<file path="src/design/assert_macros.svh">
// Assertion helpers shared by the RTL files.
`ifndef ASSERT_MACROS_SVH
`define ASSERT_MACROS_SVH

// Same-cycle implication checked on every clock edge outside reset.
`define ASSERT_IMP(label, clk, rst_n, cond, expr, msg) \
    label: assert property (@(posedge clk) disable iff (!rst_n) (cond) |-> (expr)) \
        else $error(msg);

// Next-cycle implication checked on every clock edge outside reset.
`define ASSERT_NEXT(label, clk, rst_n, cond, expr, msg) \
    label: assert property (@(posedge clk) disable iff (!rst_n) (cond) |=> (expr)) \
        else $error(msg);

`endif

</file>
<file path="src/design/rrip_pkg.sv">
`timescale 1ns / 1ps

package rrip_pkg;

    localparam int NUM_SETS_DEF    = 2048;
    localparam int NUM_WAYS_DEF    = 16;
    localparam int LEADER_SETS_DEF = 32;

    localparam logic [1:0] RRV_MAX    = 2'd3;
    localparam logic [9:0] SEL_MAX    = 10'd1023;
    localparam logic [9:0] SEL_MID    = 10'd512;
    localparam logic [6:0] NEAR_RESET = 7'd5;
    localparam logic [15:0] DECAY_RESET = 16'd4096;

    localparam logic CFG_NEAR  = 1'b0;
    localparam logic CFG_DECAY = 1'b1;

    typedef enum logic [2:0] {
        ST_CLEAR,
        ST_IDLE,
        ST_READ,
        ST_EXEC,
        ST_OUT,
        ST_DECAY
    } t_state;

    // Commands from the controller to the datapath.
    typedef struct packed {
        logic clr_en;      // write reset values into the row at the sweep address
        logic dec_en;      // read for the decay sweep
        logic sweep_step;  // advance the sweep address
        logic sweep_start; // restart the sweep address
        logic load;        // capture the request
        logic rd;          // read the request row
        logic exec;        // compute and write back
    } t_cmd;

    typedef struct packed {
        logic sweep_done;
        logic decay_due;
    } t_status;

endpackage

</file>
<file path="src/design/rrip_ctrl.sv">
`timescale 1ns / 1ps
`include "assert_macros.svh"

module rrip_ctrl (
    input  logic              i_clk,
    input  logic              i_rst_n,
    input  logic              i_in_valid,
    output logic              o_in_ready,
    output logic              o_out_valid,
    input  logic              i_out_ready,
    input  rrip_pkg::t_status i_status,
    output rrip_pkg::t_cmd    o_cmd
);
    import rrip_pkg::*;

    t_state r_state, n_state;
    logic   r_dec_wr;

    always_ff @(posedge i_clk) begin
        if (!i_rst_n) begin
            r_state  <= ST_CLEAR;
            r_dec_wr <= 1'b0;
        end else begin
            r_state  <= n_state;
            r_dec_wr <= (r_state == ST_DECAY) && !r_dec_wr;
        end
    end

    always_comb begin
        n_state = r_state;
        case (r_state)
            ST_CLEAR: if (i_status.sweep_done) n_state = ST_IDLE;
            ST_IDLE:  if (i_in_valid) n_state = ST_READ;
            ST_READ:  n_state = ST_EXEC;
            ST_EXEC:  n_state = i_status.decay_due ? ST_DECAY : ST_OUT;
            ST_DECAY: if (r_dec_wr && i_status.sweep_done) n_state = ST_OUT;
            ST_OUT:   if (i_out_ready) n_state = ST_IDLE;
            default:  n_state = ST_IDLE;
        endcase
    end

    // The decay sweep alternates a read and a write of each row.
    always_comb begin
        o_cmd       = '0;
        o_in_ready  = 1'b0;
        o_out_valid = 1'b0;
        case (r_state)
            ST_CLEAR: begin
                o_cmd.clr_en     = 1'b1;
                o_cmd.sweep_step = 1'b1;
            end
            ST_IDLE: begin
                o_in_ready  = 1'b1;
                o_cmd.load  = i_in_valid;
            end
            ST_READ: o_cmd.rd = 1'b1;
            ST_EXEC: begin
                o_cmd.exec        = 1'b1;
                o_cmd.sweep_start = 1'b1;
            end
            ST_DECAY: begin
                o_cmd.dec_en     = !r_dec_wr;
                o_cmd.sweep_step = r_dec_wr;
            end
            ST_OUT:  o_out_valid = 1'b1;
            default: ;
        endcase
    end

    `ASSERT_IMP(a_ready_idle, i_clk, i_rst_n, o_in_ready, r_state == ST_IDLE, "ready outside idle")
    `ASSERT_NEXT(a_out_hold, i_clk, i_rst_n, o_out_valid && !i_out_ready, o_out_valid, "result dropped")
    `ASSERT_IMP(a_excl, i_clk, i_rst_n, o_out_valid, !o_in_ready, "ready with pending result")

endmodule

</file>
<file path="config.mk">
export PLATFORM = sky130hd
export DESIGN_NAME = rrip_ctrl
export DESIGN_NICKNAME = d
export VERILOG_FILES = /design/src/design/rrip_pkg.sv /design/src/design/rrip_ctrl.sv
export VERILOG_INCLUDE_DIRS = /design/src /design/src/design
export SDC_FILE = /design/constraint.sdc
export NUM_CORES = 1
export LEC_CHECK = 0
export BUFFER_PORTS_ARGS = -buffer_cell sky130_fd_sc_hd__buf_2
export CORE_AREA = 2 2 39 41
export CTS_CLUSTER_DIAMETER = 80
export DETAILED_ROUTE_END_ITERATION = 8
export DIE_AREA = 0 0 41 43
export PLACE_DENSITY_LB_ADDON = 0.08
export SETUP_SLACK_MARGIN = 0.3
export SYNTH_ARGS = -nofsm -noshare
export SYNTH_HDL_FRONTEND = slang
export SYNTH_SLANG_ARGS = --single-unit
</file>
<file path="constraint.sdc">
create_clock -name i_clk -period 1.3 [get_ports i_clk]
set_input_delay 0.26 -clock i_clk [delete_from_list [all_inputs] [get_ports i_clk]]
set_output_delay 0.26 -clock i_clk [all_outputs]
set_load 0.02 [all_outputs]
</file>
# Word level (Yosys, flattened, before mapping)
# Cells that the tools add are included.
[totals]
elab_cells = 30
in_bits = 6
ff_bits = 4
out_inout_bits = 9
[op_classes]
n_eq_ne = 9
n_mux = 14
reduce_logical = 5
[op_table]
columns = ["operator", "count"]
rows = [
  ["$pmux 3 s6", 1],
  ["$mux 3", 4],
  ["$mux 1", 8],
  ["$eq 3x2->1 const B", 2],
  ["$eq 3x3->1 const B", 2],
  ["$ne 2x2->1 const B", 3],
  ["$reduce_and 4->1", 1],
  ["$eq 3x1->1 const B", 1],
  ["$logic_not 3->1", 1],
  ["$logic_and 1x1->1", 2],
  ["$ne 2x1->1 const B", 1],
  ["$pmux 1 s2", 1],
  ["$logic_not 1->1", 1],
]

# Depth between registers and ports, before layout
[depth]
depth_word = 3
mapped_depth = 5

# Least setup slack after synthesis
# OpenSTA, ideal clock, no wires.
[synth_timing]
kind = "register -> output"
from = "register r_state[0]"
to = "output port o_cmd[3] (netlist bit)"
path_stages_with_launch = 5
path_slack_ps = -150
arrival_time_ps = 1190
t_required_ps = 1040
cell_sequence = "dfxtp_1 buf_2 nand2_1 nor2_1 buf_4"
[synth_rtl]
columns = ["item", "line_no", "rtl"]
rows = [
  ["from (decl)", "rrip_ctrl.sv:16", "t_state r_state, n_state;"],
  ["from (signal assigned)", "rrip_ctrl.sv:24", "r_state <= n_state;"],
  ["to (decl)", "rrip_ctrl.sv:12", "output rrip_pkg::t_cmd o_cmd"],
]

==> flow_metrics.tcl <==
set metrics [dict create \
    run_status "finished with violations" \
    violations "setup timing" \
    ff2ff_setup_slack_ns 0.11 \
    worst_clock_skew_ns 0.001871 \
    power.internal_mw 0.4102 \
    reg2regPathDepth 5 \
    final_layout_size_suffix_gt1_share_pct 74.58 \
    dp.cells 64 \
    required_ns 1.04 \
    gp_congestion 0.6778 \
    critPathKind "reg -> out" \
    synth-main-ff-cell "dfxtp_1" \
    cts_tree "done" \
    grt_pass1_wl_um 1386 \
    vias 322 \
    stdcell_area_um2 584.3 \
    cts.sinks 4 \
    area_growth_pct 106.6 \
    critical_path_buf_inv_count 2 \
    diodes 0 \
    layout_setup_ws_ns -0.09707 \
    cp_cell_sequence "buf_12, nor2b_4, and3b_2, buf_6" \
    hold_path_class "in -> reg" \
    synth-edff-count 0 \
    layout.nets 67 \
    fin_crit_ns 1.397 \
    drc_errors 0 \
    p_seq_share_pct 26.0 \
    clkPwrFrac_pct 23.9 \
    worst_pin_slew_ns 0.2210 \
    die_w_um 41 \
    antenna_found_initial 0 \
    firstDrtPassIters 2 \
    cap_violations 0 \
    ir_worst_vdd_uv 398.3 \
    setup_viol 8 \
    synth_nets 42 \
    overflow 0 \
    critical_path.max_stage_delay_ns 0.33 \
    p_sw_mw 0.1911 \
    finalHoldViolCount 0 \
    htreeDepth 1 \
    grt_max_degree 11 \
    fmax_mhz 715.8 \
    grt_pass1_vias 328 \
    slew_viol_final 0 \
    fill_cells 144 \
    worst_setup_path_end_kind "output port" \
    synthTopCellsByCount "4 x dfxtp_1, 4 x nor2_1, 3 x nor3_1" \
    worstReg2RegStart "r_state[0]" \
    synth_seq_cells 4 \
    postRouteAntennaNets 0 \
    ys.warnings.count 0 \
    p_sw_share_pct 31.78 \
    cts_root_buffer "clkbuf_4" \
    boundaryPins 15 \
    r2r_end "r_state[0]" \
    core_um2 1384 \
    drt_wl_total_um 839 \
    start_kind "register" \
    rsz0062_at_grt "true" \
    ys_seq_area_share_pct 28.32 \
    drt_iter0_drc 3 \
    ys_types 23 \
    die_h_um 43 \
    cp_slowest_cell "dfxtp_2" \
    p_leak_nw 0.2790 \
    slew_headroom_pct 85.27 \
    min_path_cells 2 \
    start_util_pct 20.43 \
    powerDensity_nw_per_um2 1029 \
    min_to "r_dec_wr" \
    syn_inst 36 \
    crit_family "simple AND/OR/NAND/NOR gates" \
    cp_max_fo 5 \
    hp-start "i_rst_n" \
    synth_area_leader_cell "dfxtp_1" \
    worstPathArrival_ns 1.14 \
    p_comb_share_pct 50.1 \
    die-area_um2 1763 \
    rows 14 \
    avgRoutedWirePerCell_um 11.19 \
    synth_top_cell_area_share_pct 28.32 \
    final.period_utilization_pct 107.5 \
    clk_pin_slew_ns 0.03 \
    hpwlAfterDp_um 598.9 \
    syn_area_um2 282.8 \
    vias_per_cell 4.293 \
    avgSynthCellArea_um2 7.855 \
    layout.cells.non_filler 75 \
    placed_cell_area_um2 422.9 \
    numCtsBuffers 3 \
    clock_path_buffers 2 \
    async_reset_ff_share_pct 0 \
    gr-usage-all-layers_pct 11.84 \
    port_buffers 14 \
    dpl_worst_slack_ns 0.02467 \
    clock_insertion_delay_worst_skew_ns 0.23 \
    yosys-top-cells-area "dfxtp_1 28%, nor3_1 5.3%, nor2_1 5.3%" \
]
[per-layer routing]
metal / track usage [%] / vias to the layer above / wire [µm]
met4: 8.000 / 0 / 8
met3: 2.094 / 2 / 23
met2: 18.75 / 6 / 501
met1: 13.46 / 145 / 306
li1: - / 169 / -
met5: 0 / - / 0
[cells by family after synthesis]
kind of cell | share of synthesized area, %
AOI/OAI and AO/OA | 8.406
buffers and inverters | 11.50
DFF | 28.32
muxes | 7.522
and+or+nand+nor | 44.25
[state kept, by name (all words and copies together) (netlist names)]
name and count:
r_dec_wr 1, r_state 3
[final cells by class]
class	count	area (µm²)	area share, %
clock buffers	3	22.52	3.854
inverters	1	3.754	0.6424
multi-input cells	27	224.0	38.33
flip-flops and latches	4	88.84	15.20
well taps	16	20.02	3.426
repair buffers	24	225.2	38.54
[through the flow]
| stage | hold WS (ns) | setup TNS [ns] | utilization (%) | total power [mW] |
|---|---|---|---|---|
| after CTS | 0.2522 | -0.6349 | 42.22 | 0.6082 |
| after detailed placement | 0.4909 | 0 | 30.56 | 0.3642 |
| final | 0.2581 | -0.5578 | 42.22 | 0.6013 |
| after global placement | 0.4847 | 0 | 30.56 | 0.3597 |
| after floorplan | 0.3873 | 0 | - | 0.3166 |
| after global routing | 0.2689 | -0.9775 | 42.22 | 0.6383 |
[power by group through the flow]
stage               sequential, mW  combinational [mW]  clock [mW]
CTS                          0.155               0.302       0.152
floorplan                    0.145               0.171           0
detailed placement           0.167               0.197           0
global placement             0.165               0.195           0
finish                       0.156               0.301       0.144
global route                 0.159               0.322       0.158
[cell usage in the layout (no fill, tap or decap), types with 2 or more instances in the layout]
cell type  instances
buf_2              6
buf_4             10
buf_6              6
clkbuf_4           3
dfxtp_4            2
nand3_1            2
nor2_1             3
nor3_2             4
[worst max-delay path by stage]
stage               start       end  slack [ns]  cells after the start
4_1_cts        r_state[1]  o_cmd[5]       -0.11                      4
2_1_floorplan  r_state[0]  o_cmd[4]        0.16                      3
6_report       r_state[1]  o_cmd[5]        -0.1                      4
5_1_grt        r_state[1]  o_cmd[5]       -0.15                      4
3_3_place_gp   r_state[0]  o_cmd[4]        0.06                      3
3_5_place_dp   r_state[0]  o_cmd[4]        0.02                      3
[timing repair]
item | in CTS | in global routing
endpoints found under the setup margin | 11 | 13
gates resized for setup | 18 | 0
hold buffers | 0 | 0
cloned | 1 | 0
pin swaps | 3 | 0
buffers inserted | 7 | 0
Power figures use the tool's default switching activity.
